## src/rtl/asrl_ram.sv

```systemverilog
`timescale 1ns / 1ps

module asrl_ram #(
	parameter int WIDTH = 8,
	parameter int DEPTH = 16
) (
	input  logic                     clk,
	input  logic                     we,
	input  logic [$clog2(DEPTH)-1:0] waddr,
	input  logic [WIDTH-1:0]         wdata,
	input  logic                     re,
	input  logic [$clog2(DEPTH)-1:0] raddr,
	output logic [WIDTH-1:0]         rdata
);

	logic [WIDTH-1:0] mem_q [DEPTH];

	// Write port.
	always_ff @(posedge clk) begin
		if (we) begin
			mem_q[waddr] <= wdata;
		end
	end

	// Registered read port; the data holds while no read is issued.
	always_ff @(posedge clk) begin
		if (re) begin
			rdata <= mem_q[raddr];
		end
	end

endmodule

```

## config.mk

```make
export PLATFORM = sky130hd
export DESIGN_NAME = asrl_ram
export DESIGN_NICKNAME = d
export VERILOG_FILES = /design/src/rtl/asrl_ram.sv
export SDC_FILE = /design/constraint.sdc
export NUM_CORES = 1
export LEC_CHECK = 0
export BUFFER_PORTS_ARGS = -buffer_cell sky130_fd_sc_hd__buf_4
export CORE_AREA = 2 2 102 104
export CTS_BUF_LIST = sky130_fd_sc_hd__clkbuf_16
export DETAILED_ROUTE_END_ITERATION = 10
export DIE_AREA = 0 0 104 106
export PLACE_DENSITY_LB_ADDON = 0.25
export SKIP_LAST_GASP = 1
export SYNTH_ARGS = -nofsm -noshare
export SYNTH_HDL_FRONTEND = slang
export SYNTH_SLANG_ARGS = --single-unit
```

## constraint.sdc

```tcl
create_clock -name clk -period 1.5 [get_ports clk]
set_input_delay 0.075 -clock clk [delete_from_list [all_inputs] [get_ports clk]]
set_output_delay 0.075 -clock clk [all_outputs]
set_load 0.005 [all_outputs]
```

[After elaboration in Yosys (flattened, before gate mapping)]
Memory sizes are Yosys's and may differ from the RTL's. A register that Yosys moved wholly into a read port is not among the register bits.
Cells that the tools add are included.
Word-level totals
  flip-flop bits (word level): 0
  bits in writable memories: 128
  input bits: 19
  memories kept: 1
Memory list
  mem_q: words 16, width 8, rd ports 1, clocked after Yosys merged registers in 1, wr ports 1, line 16  | logic [WIDTH-1:0] mem_q [DEPTH];
Operators by class
  multiplexer cells: 2
Operator list (number)
  $mux 1: 2

[Depth between registers and ports, before layout]
  word-level depth: 2
  mapped depth: 5
  gate-level depth less buffers: 3

[Worst setup path after synthesis]
Ideal clock, no wire load.
  kind: input port to flip-flop
  start point: input waddr[2]
  end point: memory mem_q[0][0] (enable)
  arrival time: 1.185 ns
  slack: -0.068 ns
  cell stages on the path: 2
  buffers on the path: 0
  cell sequence: or3b_2 nor3_1
RTL lines
  start: declaration: line 9  | input logic [$clog2(DEPTH)-1:0] waddr,
  end: declaration: line 16
Straight into the memory's write port.

==> metrics.yaml <==
outcome:
  status: "finished, final reports clean"
logic_synthesis:
  synth_cells: 229
  yosysSeqAreaShare: 0.781
  synth_cell_type_count: 18
  synthesis.nets: 248
  synth_top_area_cell: "edfxtp_1"
  synthTopCellsByCount: "edfxtp_1 (136), mux4_2 (18), a22oi_1 (16), mux4_1 (14), nor2_1 (13)"
  synth.area.top_cells: "edfxtp_1 (78%), mux4_2 (7.8%), mux4_1 (7.0%)"
  synth_enable_flop_cells: 136
  avgSynthCellArea_um2: 22.8
  async_flop_share: 0
  ys_ff_latch: 136
  yosysMostFrequentCell: "edfxtp_1"
  ys.warnings.count: 0
  synthFlopType: "edfxtp_1"
  yosys.area.top_type_share: 0.781
  syn_area_um2: 5230
grt:
  antenna_found_initial: 0
  grt_pass1_vias: 2502
  grt_max_degree: 17
  grt_use_total: 0.196
  grt_pass1_wl_mm: 14.9
  overflow: 0
critical_path:
  cp.required_ns: 1.66
  endpoint_kind: "flop"
  worstPathArrival_ns: 1.59
  path_class: "flop to flop"
  cp-start-kind: "flop"
  worstPathMaxFanout: 1
  critPathLaunch: "mem_q[9][1]$_DFFE_PP_"
  worstReg2RegStart: "mem_q[9][1]$_DFFE_PP_"
place:
  port_buffers: 26
  place_hpwl_mm: 6.07
  gp_congestion: 0.748
  place_ws_ns: -0.166
routing:
  wl_per_cell_um: 21.9
  wl_met2_mm: 5.08
  highest_layer: "met4"
  vias: 2466
  ant_nets: 0
  drc_errors: 0
  drtPass1Iterations: 4
  postRouteWirelength_mm: 9.73
  first_iter_violations: 204
  wl_met3_um: 595
  wl_met1_mm: 3.92
  vias_per_cell: 5.55
cells_and_area:
  areaGrowthSynthToFinish_pct: 21.7
  fin_nets: 314
  drive_gt1_frac: 0.328
  final_util: 0.636
  diodes: 0
timing:
  drv_slew: 0
  hold_slack_ns: 0.189
  max-slew-margin-rel: 0.474
  rsz0062_at_grt: "false"
  setup_slack_ns: 0.0706
  worst_slew_pin_slew_ns: 0.787
  finClkSkew_ns: 0.00553
  setup_viol: 0
  finalHoldViolCount: 0
  fmax_ghz: 0.700
  period_needed_ns: 1.43
  post-route-period-util: 0.953
die:
  die_w_um: 104
  fp.dieH_um: 106
  num_rows: 37
  start_util: 0.523
  io_pins: 27
  core_um2: 10000
  die-area_um2: 11000
worst_hold_path:
  min_from: "waddr[0]"
  hold_class: "input pin to flop"
job:
  drv_cap: 0
clock_tree:
  cts_max_level: 4
  cts.path.max_buffers: 2
  insertion_delay_ns: 0.41
  cts_tree: "built"
  clk_pin_slew_ns: 0.05
  cts_sinks: 136
  root_buffer: "clkbuf_16"
  post_cts_buffers: 0
  cts_buffers: 17
pwr:
  p_leak_uw: 0.00217
  p_total_uw: 8370
  irDropWorstVdd_mv: 0.866
  p_per_area_nw_per_um2: 1320
area by class of cell:
type	instances	area, um2
flip-flops and latches	136	4080
fillers	694	3640
multi-input cells	83	1090
repair buffers	57	500
clock buffers	17	425
well taps	136	170
clock inverters	15	95.1
stage by stage:
step	instance area (um2)	std cells	TNS, ns
floorplan	5230	229	0
global placement	5730	403	-0.436
detailed placement	5730	403	-0.539
CTS	6350	444	0
global route	6360	444	0
finish	6360	444	0
state kept, by name, indices dropped and copies added (netlist names):
name   count
mem_q    128
rdata      8
report_power, final:
part           switching [uW]  internal [uW]
combinational             230            224
sequential               22.4           4280
clock                    1400           2210
total                    1660           6720
layout by cell type, fill, tap and decap left out, drive strengths merged:
cell type      n
nand3          1
clkinv        11
a22oi         16
mux4          32
edfxtp       136
nand2b         2
nor2          13
nor3           4
buf           48
nand2          9
nand3b         2
clkinvlp       1
bufinv         1
nor2b          1
dlygate4sd3    9
inv            2
clkbuf        17
and2b          1
and2           1
or3b           1
per-layer routing:
metal	global-route usage	up-vias
met4	0.0811	0
met3	0.0546	9
met5	0	-
li1	-	1114
met1	0.255	1256
met2	0.316	87
critical path, stage by stage, from the launching register on:
cell and delay [ns]:
edfxtp_1 0.35, mux4_1 0.52, a22oi_2 0.22, nand2_1 0.08
path summary, 6_finish.rpt:
kind	end	slack, ns	cells after the start
worst min register to register	rdata[3]$_DFFE_PP_	0.76	3
worst min-delay path	mem_q[0][5]$_DFFE_PP_	0.19	3
worst max-delay path	rdata[1]$_DFFE_PP_	0.07	3
worst max register to register	rdata[1]$_DFFE_PP_	0.07	3
what timing repair did:
action,4_1_cts,5_1_grt
hold buffers,9,0
endpoints found under the hold margin,128,0
pin swaps,0,3
resized for setup,2,5
endpoints found under the setup margin,2,6
kinds of logic after synthesis:
family	count (synthesis)	synth area share
and+or+nand+nor	35	0.0314
DFF	136	0.781
AOI/OAI and AO/OA	16	0.0230
muxes	32	0.148
buffers and inverters	10	0.0165
(Power assumes the default switching activity.)
