File: src/rtl/asrl_pkg.sv
`timescale 1ns / 1ps

package asrl_pkg;

	// Sizing of the element space and the memories.
	localparam int MAX_ELEMENTS = 1024;
	localparam int DEPTH        = MAX_ELEMENTS + 1;
	localparam int AW           = $clog2(DEPTH);
	localparam int W            = 11;

	typedef logic [W-1:0]  elem_t;
	typedef logic [AW-1:0] addr_t;

	// Command codes.
	typedef enum logic [1:0] {
		CMD_RESTART = 2'd0,
		CMD_QUERY   = 2'd1,
		CMD_DEACT   = 2'd2,
		CMD_SPARE   = 2'd3
	} cmd_t;

	// One entry of the element-indexed memory.
	typedef struct packed {
		elem_t prev;
		elem_t next;
		elem_t rank;
	} link_t;

	localparam int LW = $bits(link_t);

	// Memory port requests.
	typedef struct packed {
		logic  en;
		addr_t addr;
	} rd_req_t;

	typedef struct packed {
		logic  en;
		addr_t addr;
		link_t data;
	} a_wr_t;

	typedef struct packed {
		logic  en;
		addr_t addr;
		elem_t data;
	} b_wr_t;

	// One result item.
	typedef struct packed {
		logic  element_active;
		elem_t predecessor;
		elem_t successor;
		logic  has_predecessor;
		logic  has_successor;
		elem_t element_rank;
		elem_t first_active;
		elem_t active_total;
		elem_t element_at_rank;
		logic  error;
	} result_t;

	// Sequencer states.
	typedef enum logic [3:0] {
		ST_CLEAR,
		ST_IDLE,
		ST_SWEEP,
		ST_DE_RD,
		ST_DE_CHK,
		ST_P_RD,
		ST_P_WR,
		ST_WALK,
		ST_WTAIL,
		ST_FLUSH,
		ST_RPT_RD,
		ST_RPT
	} state_t;

	// Element value to memory address.
	function automatic addr_t to_addr(elem_t v);
		return addr_t'(v);
	endfunction

endpackage

File: src/rtl/asrl_seq.sv
`timescale 1ns / 1ps

module asrl_seq (
	input  logic             clk,
	input  logic             arst_n,
	input  logic             in_valid,
	output logic             in_ready,
	input  logic [1:0]       cmd,
	input  asrl_pkg::elem_t  element,
	input  asrl_pkg::elem_t  rank_index,
	input  asrl_pkg::elem_t  element_count,
	input  logic             slot_free,
	output logic             rslt_valid,
	output asrl_pkg::result_t rslt,
	output asrl_pkg::rd_req_t a_rd,
	output asrl_pkg::a_wr_t  a_wr,
	input  asrl_pkg::link_t  a_rdata,
	output asrl_pkg::rd_req_t b_rd,
	output asrl_pkg::b_wr_t  b_wr,
	input  asrl_pkg::elem_t  b_rdata
);

	import asrl_pkg::*;

	state_t state_q, state_d;

	// Control registers.
	addr_t sw_q;
	elem_t n_q;
	elem_t head_q;
	elem_t live_q;
	logic  have_q;
	logic  rd_vld_s1;

	// Payload registers.
	elem_t e_q, r_q, p_q, s_q, rk_q, old_q, i_q;
	elem_t cur_q, curprev_q, cur_rank_q;
	elem_t rd_idx_s1;
	logic  err_q;

	logic  accept;
	elem_t cnt_sat;
	logic  e_in_rng;
	logic  r_ok;
	logic  e_act;
	logic  sw_last;
	elem_t sw_v;
	logic  sw_in;
	link_t sw_link;

	assign accept = in_valid && in_ready;

	// Decoded conditions.
	always_comb begin
		cnt_sat  = (element_count > elem_t'(MAX_ELEMENTS)) ? elem_t'(MAX_ELEMENTS) :
			element_count;
		e_in_rng = (e_q != '0) && (e_q <= elem_t'(MAX_ELEMENTS));
		r_ok     = (r_q != '0) && (r_q <= live_q);
		e_act    = e_in_rng && ((a_rdata.prev != '0) || (a_rdata.next != '0));
		sw_last  = (sw_q == addr_t'(DEPTH - 1));
		sw_v     = elem_t'(sw_q);
		sw_in    = (sw_v != '0) && (sw_v <= n_q);
	end

	// Entry written at the sweep address: a straight chain over 1..n, zero elsewhere.
	always_comb begin
		sw_link = '0;
		if (sw_in) begin
			sw_link.prev = (sw_v == elem_t'(1)) ? sw_v : sw_v - elem_t'(1);
			sw_link.next = (sw_v == n_q) ? sw_v : sw_v + elem_t'(1);
			sw_link.rank = sw_v;
		end
	end

	// Next state.
	always_comb begin
		state_d = state_q;
		unique case (state_q)
			ST_CLEAR: begin
				if (sw_last) begin
					state_d = ST_IDLE;
				end
			end
			ST_IDLE: begin
				if (accept) begin
					if (cmd == CMD_RESTART) begin
						state_d = ST_SWEEP;
					end else if (cmd == CMD_DEACT) begin
						state_d = ST_DE_RD;
					end else begin
						state_d = ST_RPT_RD;
					end
				end
			end
			ST_SWEEP: begin
				if (sw_last) begin
					state_d = ST_RPT_RD;
				end
			end
			ST_DE_RD: state_d = ST_DE_CHK;
			ST_DE_CHK: begin
				if (!e_act) begin
					state_d = ST_RPT_RD;
				end else if (a_rdata.prev != e_q) begin
					state_d = ST_P_RD;
				end else if (a_rdata.rank == live_q) begin
					state_d = ST_FLUSH;
				end else begin
					state_d = ST_WALK;
				end
			end
			ST_P_RD: state_d = ST_P_WR;
			ST_P_WR: state_d = (rk_q == old_q) ? ST_FLUSH : ST_WALK;
			ST_WALK: state_d = (i_q == old_q) ? ST_WTAIL : ST_WALK;
			ST_WTAIL: state_d = ST_FLUSH;
			ST_FLUSH: state_d = ST_RPT_RD;
			ST_RPT_RD: state_d = ST_RPT;
			ST_RPT: begin
				if (slot_free) begin
					state_d = ST_IDLE;
				end
			end
			default: state_d = ST_IDLE;
		endcase
	end

	// Memory requests and handshake outputs.
	always_comb begin
		in_ready   = (state_q == ST_IDLE);
		rslt_valid = 1'b0;
		a_rd       = '0;
		a_wr       = '0;
		b_rd       = '0;
		b_wr       = '0;
		unique case (state_q)
			ST_CLEAR, ST_SWEEP: begin
				a_wr.en   = 1'b1;
				a_wr.addr = sw_q;
				a_wr.data = sw_link;
				b_wr.en   = 1'b1;
				b_wr.addr = sw_q;
				b_wr.data = sw_in ? sw_v : '0;
			end
			ST_DE_RD: begin
				a_rd.en   = 1'b1;
				a_rd.addr = e_in_rng ? to_addr(e_q) : '0;
			end
			ST_DE_CHK: begin
				// Unlink the element itself.
				a_wr.en   = e_act;
				a_wr.addr = to_addr(e_q);
			end
			ST_P_RD: begin
				a_rd.en   = 1'b1;
				a_rd.addr = to_addr(p_q);
			end
			ST_P_WR: begin
				// The predecessor now points past the removed element.
				a_wr.en        = 1'b1;
				a_wr.addr      = to_addr(p_q);
				a_wr.data.prev = a_rdata.prev;
				a_wr.data.next = (s_q == e_q) ? p_q : s_q;
				a_wr.data.rank = a_rdata.rank;
			end
			ST_WALK: begin
				b_rd.en   = 1'b1;
				b_rd.addr = to_addr(i_q);
			end
			ST_FLUSH: begin
				// The last shifted element becomes its own successor.
				a_wr.en        = have_q;
				a_wr.addr      = to_addr(cur_q);
				a_wr.data.prev = curprev_q;
				a_wr.data.next = cur_q;
				a_wr.data.rank = cur_rank_q;
				b_wr.en        = 1'b1;
				b_wr.addr      = to_addr(old_q);
			end
			ST_RPT_RD: begin
				a_rd.en   = 1'b1;
				a_rd.addr = e_in_rng ? to_addr(e_q) : '0;
				b_rd.en   = 1'b1;
				b_rd.addr = r_ok ? to_addr(r_q) : '0;
			end
			ST_RPT: rslt_valid = 1'b1;
			default: ;
		endcase

		// Rank walk: each element read moves one rank down, and the one before it
		// is written back with its successor now known.
		if (rd_vld_s1) begin
			b_wr.en   = 1'b1;
			b_wr.addr = to_addr(rd_idx_s1 - elem_t'(1));
			b_wr.data = b_rdata;
			if (have_q) begin
				a_wr.en        = 1'b1;
				a_wr.addr      = to_addr(cur_q);
				a_wr.data.prev = curprev_q;
				a_wr.data.next = b_rdata;
				a_wr.data.rank = cur_rank_q;
			end
		end
	end

	// Result fields from the registered memory reads.
	always_comb begin
		rslt.element_active  = e_act;
		rslt.predecessor     = e_act ? a_rdata.prev : '0;
		rslt.successor       = e_act ? a_rdata.next : '0;
		rslt.has_predecessor = e_act && (a_rdata.prev != e_q);
		rslt.has_successor   = e_act && (a_rdata.next != e_q);
		rslt.element_rank    = e_act ? a_rdata.rank : '0;
		rslt.first_active    = head_q;
		rslt.active_total    = live_q;
		rslt.element_at_rank = r_ok ? b_rdata : '0;
		rslt.error           = err_q;
	end

	// State register.
	always_ff @(posedge clk or negedge arst_n) begin
		if (!arst_n) begin
			state_q <= ST_CLEAR;
		end else begin
			state_q <= state_d;
		end
	end

	// Control registers: sweep counter, list head, count and walk flags.
	always_ff @(posedge clk or negedge arst_n) begin
		if (!arst_n) begin
			sw_q      <= '0;
			n_q       <= '0;
			head_q    <= '0;
			live_q    <= '0;
			have_q    <= 1'b0;
			rd_vld_s1 <= 1'b0;
		end else begin
			rd_vld_s1 <= (state_q == ST_WALK);
			if (rd_vld_s1) begin
				have_q <= 1'b1;
			end
			unique case (state_q)
				ST_CLEAR, ST_SWEEP: begin
					sw_q <= sw_last ? '0 : sw_q + addr_t'(1);
				end
				ST_IDLE: begin
					if (accept && (cmd == CMD_RESTART)) begin
						n_q    <= cnt_sat;
						head_q <= (cnt_sat != '0) ? elem_t'(1) : '0;
						live_q <= cnt_sat;
					end
				end
				ST_DE_CHK: begin
					if (e_act) begin
						live_q <= live_q - elem_t'(1);
						have_q <= 1'b0;
						if (a_rdata.prev == e_q) begin
							head_q <= (a_rdata.next == e_q) ? '0 : a_rdata.next;
						end
					end
				end
				default: ;
			endcase
		end
	end

	// Payload registers.
	always_ff @(posedge clk) begin
		rd_idx_s1 <= i_q;
		if (rd_vld_s1) begin
			curprev_q  <= have_q ? cur_q : ((p_q == e_q) ? b_rdata : p_q);
			cur_q      <= b_rdata;
			cur_rank_q <= rd_idx_s1 - elem_t'(1);
		end
		unique case (state_q)
			ST_IDLE: begin
				if (accept) begin
					e_q   <= element;
					r_q   <= rank_index;
					err_q <= 1'b0;
				end
			end
			ST_DE_CHK: begin
				if (!e_act) begin
					err_q <= 1'b1;
				end else begin
					p_q   <= a_rdata.prev;
					s_q   <= a_rdata.next;
					rk_q  <= a_rdata.rank;
					old_q <= live_q;
					i_q   <= a_rdata.rank + elem_t'(1);
				end
			end
			ST_WALK: i_q <= i_q + elem_t'(1);
			default: ;
		endcase
	end

endmodule

File: config.mk
export PLATFORM = sky130hd
export DESIGN_NAME = asrl_seq
export DESIGN_NICKNAME = d
export VERILOG_FILES = /design/src/rtl/asrl_pkg.sv /design/src/rtl/asrl_seq.sv
export SDC_FILE = /design/constraint.sdc
export NUM_CORES = 1
export LEC_CHECK = 0
export BUFFER_PORTS_ARGS = -buffer_cell sky130_fd_sc_hd__buf_4
export CELL_PAD_IN_SITES_DETAIL_PLACEMENT = 1
export CELL_PAD_IN_SITES_GLOBAL_PLACEMENT = 1
export CORE_MARGIN = 10
export CORE_UTILIZATION = 39
export CTS_BUF_LIST = sky130_fd_sc_hd__clkbuf_2
export DETAILED_ROUTE_END_ITERATION = 16
export GPL_ROUTABILITY_DRIVEN = 0
export GPL_TIMING_DRIVEN = 1
export PLACE_DENSITY_LB_ADDON = 0.1
export SYNTH_ARGS = -nofsm -noshare
export SYNTH_HDL_FRONTEND = slang
export SYNTH_SLANG_ARGS = --single-unit
File: constraint.sdc
create_clock -name clk -period 2.85 [get_ports clk]
set_input_delay 0.57 -clock clk [delete_from_list [all_inputs] [get_ports clk]]
set_output_delay 0.57 -clock clk [all_outputs]
set_load 0.005 [all_outputs]
; Word level (Yosys, flattened, before mapping)
; Index checks and enable logic that the tools add are counted.
[classes]
addsub = 6
n_mul = 0
div_mod_pow = 0
order_cmp = 4
eq_ne = 32
n_shift = 0
n_mux = 54
bitwise_logic = 0
reduce_logical = 29
[ops]
columns = operator, count
row1 = two-way mux 11 bit, 22
row2 = one-hot mux 33 bit (3 select lines), 1
row3 = two-way mux 45 bit, 2
row4 = equality test 11 bit, 8
row5 = one-hot mux 12 bit (2 select lines), 3
row6 = one-hot mux 11 bit (2 select lines), 3
row7 = nonzero test 11 bit, 6
row8 = one-hot mux 12 bit (4 select lines), 1
row9 = one-hot mux 4 bit (12 select lines), 1
row10 = two-way mux 4 bit, 11
row11 = "adder 11 x 1 -> 11 bit, second input constant", 3
row12 = two-way mux 33 bit, 1
row13 = "subtractor 11 x 1 -> 11 bit, second input constant", 3
row14 = two-way mux 23 bit, 1
row15 = <= comparator 11 bit, 2
row16 = != test 11 bit, 2
row17 = "equality test 4 x 3 -> 1 bit, second input constant", 4
row18 = "equality test 4 bit, second input constant", 4
row19 = "!= test 2 bit, second input constant", 6
row20 = "equality test 11 x 1 -> 1 bit, second input constant", 1
row21 = "equality test 11 bit, second input constant", 1
row22 = "> comparator 11 bit, second input constant", 1
row23 = "<= comparator 11 bit, second input constant", 1
row24 = "equality test 4 x 2 -> 1 bit, second input constant", 2
row25 = 14 further kinds, 35
[totals]
ff_bits = 172
latch_bits = 0
mem_bits_rw = 0
rom_bits = 0
input_bits = 83
out_inout_bits = 164
word_cells = 144
memories = 0

; Longest topological paths before layout
[depth]
word_depth = 6
mapped_depth = 12
ltp_nobuf = 10

; Least setup slack after synthesis
; No wires, ideal clock.
[synth_timing]
path_type = reg-to-output
start = register sw_q[0]
end = output port b_wr[0] in the netlist's numbering
arrival_ps = 2382
required_time_ps = 2280
path_slack_ps = -102
stages_incl_launch_ff = 11
n_path_buf = 2
cell_sequence = dfrtp_1 -> clkbuf_1 -> inv_1 -> ha_1 -> nand3b_1 -> a211oi_1 -> a2111o_1 -> a21oi_2 -> and2_1 -> buf_6 -> a32o_1
[synth_lines]
columns = item, line_no
row1 = "start, declared", asrl_seq.sv:28  ; addr_t sw_q;
row2 = "start signal, assigned", asrl_seq.sv:244  ; sw_q <= sw_last ? '0 : sw_q + addr_t'(1);
row3 = "end, declared", asrl_seq.sv:19  ; output asrl_pkg::b_wr_t b_wr,

==> metrics.cfg <==
[yosys]
synth_cell_types = 72
yosys_warnings = 0
synth_flop_cell = sky130_fd_sc_hd__edfxtp_1
seq_area_frac_synth_pct = 43.88
syn_avg_cell_area_sq_um = 9.605
netlist_instances = 1140
mapped_area_sq_um = 10950
syn_nets = 1251
synth-edff-count = 111
async_flop_share_pct = 29.07
synth.ff_latch_count = 172

[finish]
syn2layout_area_growth_pct = 56.23
post_route_cells_drive_above_1_share_pct = 40.70
final-instance-count-excl-fill = 2003
final_core_util_pct = 61.74
nFillCells = 3025
finalNetCount = 1722
finish.instance_area_sq_um = 17110

[detailed_routing]
wirelength_um = 55540
via_count = 11930
post_drt_via_cell_ratio = 5.954
post_drt_wl_per_cell_um = 27.73
detail_route.first_pass.iterations = 9
route.detailed.drc = 0
number_of_drc_violations_after_detailed_routing_iteration_0 = 1387
dr_wl_met3_um = 4249
antenna_violating_nets_post_route = 0
routed.top_layer = met4
drt-met1-wl_um = 21990
met2RoutedLength_um = 26680

[timing]
max_slew_margin_pct = 42.43
finalWorstSetupSlack_ns = -1.110
worst-slew-pin-transition_ns = 0.8603
setup_violations = 139
max_freq_mhz = 252.5
finalWorstPathRequiredPeriod_ns = 3.960
finalCritPeriodShare_pct = 138.9
hold-worst-slack_ns = 0.08070
final-hold-violation-count = 0
finalClockSkew_ns = 0.06688
slew_violations = 0
setup_repair_after_global_routing_missed_its_margin = yes

[floorplanning]
vertical_die_dimension_um = 187.6
core_sq_um = 27710
num_rows = 61
die_width_um = 187.6
top_level_ports = 247
die-area_sq_um = 35180
initial_utilization_pct = 39.52

[critical_path]
timing.critical_path.required_ns = 2.28
critical_path.startpoint_type = register
crit_type = register to primary output
crit_path_max_incr_delay_ns = 0.49
cp_max_fo = 9
worstPathArrival_ns = 3.39
crit_path_cell_trace = ha_4, nand4_1, or3_4, buf_4, a21oi_1, o221ai_2, a22o_1, buf_4
worst_path_max_delay_cell = sky130_fd_sc_hd__dfrtp_1
critical_path.endpoint_type = primary output
crit_top_cell = sky130_fd_sc_hd__buf_4

[clock_tree]
cts-htree-levels = 4
clk-insertion-delay-late_ns = 0.88
clock_path_buffers = 2
clk_tree_root_cell = sky130_fd_sc_hd__clkbuf_2
numClockSinks = 172
tritoncts.num_buffers = 17
clk_pin_slew_ns = 0.33
tritoncts_clock_tree = built

[pwr]
total_leakage_power_nw = 7.027
peakVddDrop_v = 0.0004788
power-per-cell-area_nw_per_um2 = 832.8

[global_routing]
total_track_usage_pct = 30.18
grt_antenna_before_repair = 1
grt_pass1_wl_um = 81850
first_global_vias = 12730
grt_max_degree = 51
grt_overflow_total = 0

[placement]
place_inst = 1820
port-buffer-count = 246
detailedPlacementHpwl_um = 37330
placed_area_sq_um = 14020

[run_status]
outcome = finished, violations left
violations = setup timing

[worst_hold_path]
holdCritPathClass = input pin to register

[run]
cap_viol_max_count = 0

[logic make-up (layout without fill, tap and decap cells)]
family	count (synthesis)	in the layout	share of synthesized area, %
AND/OR/NAND/NOR	387	387	18.02
adder cells (fa/ha/maj)	28	28	3.200
AO/OA/AOI/OAI	273	273	17.39
flip-flops	172	172	43.88
other	0	1	0
buffers and inverters	128	612	4.788
XOR/XNOR	108	108	8.639
multiplexers	44	44	4.079
[worst paths after layout]
check | from | to | slack (ns) | cells after the start
hold / removal | a_rdata[13] | head_q[2]$_DFFE_PN0P_ | 0.08 | 4
max in group asynchronous | arst_n | head_q[7]$_DFFE_PN0P_ | 2.08 | 2
setup reg to reg | e_q[7]$_DFFE_PP_ | head_q[3]$_DFFE_PN0P_ | 0.02 | 13
hold reg to reg | n_q[1]$_DFFE_PN0P_ | n_q[1]$_DFFE_PN0P_ | 0.53 | 2
setup / recovery | sw_q[8]$_DFFE_PN0N_ | a_wr[12] | -1.11 | 8
min in group asynchronous | arst_n | n_q[5]$_DFFE_PN0P_ | 0.22 | 2
[layout by cell type, fill, tap and decap left out, types with 24 or more instances in the layout]
cell type and instances:
sky130_fd_sc_hd__buf_4 324, sky130_fd_sc_hd__nand2_1 115, sky130_fd_sc_hd__edfxtp_1 111, sky130_fd_sc_hd__buf_6 108, sky130_fd_sc_hd__xnor2_1 82, sky130_fd_sc_hd__dlygate4sd3_1 80
sky130_fd_sc_hd__o21ai_0 60, sky130_fd_sc_hd__dfrtp_1 45, sky130_fd_sc_hd__nor2_1 44, sky130_fd_sc_hd__inv_1 42, sky130_fd_sc_hd__nand3_1 40, sky130_fd_sc_hd__mux2i_1 39
sky130_fd_sc_hd__and2_4 38, sky130_fd_sc_hd__a22o_1 26, sky130_fd_sc_hd__a21oi_1 26, sky130_fd_sc_hd__a22oi_1 25, sky130_fd_sc_hd__xor2_1 24, sky130_fd_sc_hd__nand4_1 24
[report_power, final]
group / switching [mW] / internal (mW)
clock network: 1.16 / 0.415
logic: 4.79 / 4.27
registers: 0.412 / 3.20
[sequential cells by signal (all words and copies together) (netlist names)]
register    count
cur_rank_q     11
i_q            11
err_q           1
have_q          1
sw_q           11
e_q            11
state_q         4
s_q            11
p_q            11
cur_q          11
head_q         11
rd_vld_s1       1
curprev_q      11
old_q          11
n_q            11
live_q         11
rk_q           11
rd_idx_s1      11
r_q            11
[metrics by stage]
| stage | setup TNS [ns] | total power, mW | setup slack [ns] |
|---|---|---|---|
| finish | -105.22 | 14.25 | -1.110 |
| global route | -122.64 | 14.91 | -1.250 |
| CTS | -98.59 | 13.57 | -1.100 |
| detailed placement | -6.910 | 10.28 | -0.2815 |
| global placement | -4.516 | 10.11 | -0.2038 |
| floorplan | 0 | 6.819 | 0.004343 |
[Yosys cell counts, types with 3 or more instances]
cell / n / area (sq um)
sky130_fd_sc_hd__nand3_1: 42 / 210.2
sky130_fd_sc_hd__a211oi_1: 5 / 37.54
sky130_fd_sc_hd__ha_1: 28 / 350.3
sky130_fd_sc_hd__a222oi_1: 14 / 140.1
sky130_fd_sc_hd__nor4_1: 18 / 112.6
sky130_fd_sc_hd__mux2_2: 5 / 56.30
sky130_fd_sc_hd__nand4_1: 24 / 150.1
sky130_fd_sc_hd__edfxtp_1: 111 / 3333
sky130_fd_sc_hd__nor3_1: 29 / 145.1
sky130_fd_sc_hd__nand3b_1: 5 / 37.54
sky130_fd_sc_hd__and3_1: 12 / 75.07
sky130_fd_sc_hd__clkbuf_1: 58 / 217.7
sky130_fd_sc_hd__xor2_1: 25 / 219.0
sky130_fd_sc_hd__a31oi_1: 13 / 81.33
sky130_fd_sc_hd__a22oi_1: 25 / 187.7
sky130_fd_sc_hd__xnor2_1: 83 / 727.0
sky130_fd_sc_hd__nand2b_1: 7 / 43.79
sky130_fd_sc_hd__and2_1: 42 / 262.8
sky130_fd_sc_hd__a21boi_0: 3 / 22.52
sky130_fd_sc_hd__a221oi_1: 3 / 26.28
sky130_fd_sc_hd__a32o_1: 17 / 170.2
sky130_fd_sc_hd__or3_1: 14 / 87.58
sky130_fd_sc_hd__nor4_2: 3 / 37.54
sky130_fd_sc_hd__o31ai_1: 7 / 52.55
sky130_fd_sc_hd__mux2i_1: 39 / 390.4
sky130_fd_sc_hd__a21o_1: 12 / 90.09
sky130_fd_sc_hd__nor2_1: 48 / 180.2
sky130_fd_sc_hd__o21ai_0: 85 / 425.4
sky130_fd_sc_hd__o221ai_1: 3 / 26.28
sky130_fd_sc_hd__a22o_1: 26 / 227.7
sky130_fd_sc_hd__a21oi_1: 37 / 185.2
sky130_fd_sc_hd__nor2b_1: 5 / 31.28
sky130_fd_sc_hd__dfxtp_1: 11 / 220.2
sky130_fd_sc_hd__a41oi_1: 3 / 26.28
sky130_fd_sc_hd__buf_4: 3 / 22.52
sky130_fd_sc_hd__dfrtp_1: 50 / 1251
sky130_fd_sc_hd__buf_2: 14 / 70.07
sky130_fd_sc_hd__nand2_1: 125 / 469.2
sky130_fd_sc_hd__inv_1: 46 / 172.7
[critical path: cells and delay by family, from the launching register on]
kind	cells	cell delay, ns
compound gates	3	0.71
simple gates	2	0.66
flops	1	0.49
buf+inv	2	0.35
fa+ha+maj	1	0.29
[routing by layer]
layer  track usage, %  vias up
met1            37.25     5963
met3            5.250      144
met4            14.89        0
met5                0        -
li1                 -     5139
met2            49.99      679
[timing repair]
action	CTS	global route
setup buffers	54	19
setup endpoints to repair	140	140
endpoints found under the hold margin	139	0
pin swaps	84	41
cloned	8	0
resized for setup	271	91
hold buffers	80	0
[area by class of cell]
cell class              instances  area (sq um)  area share (%)
multi-input cells             840          6511           38.06
flip-flops and latches        172          4821           28.18
repair buffers                530          4803           28.08
well taps                     378         473.0           2.765
clock inverters                15         210.2           1.229
inverters                      50         200.2           1.170
clock buffers                  17         85.08          0.4974
diodes                          1         2.502         0.01463
(Power assumes the default switching activity.)
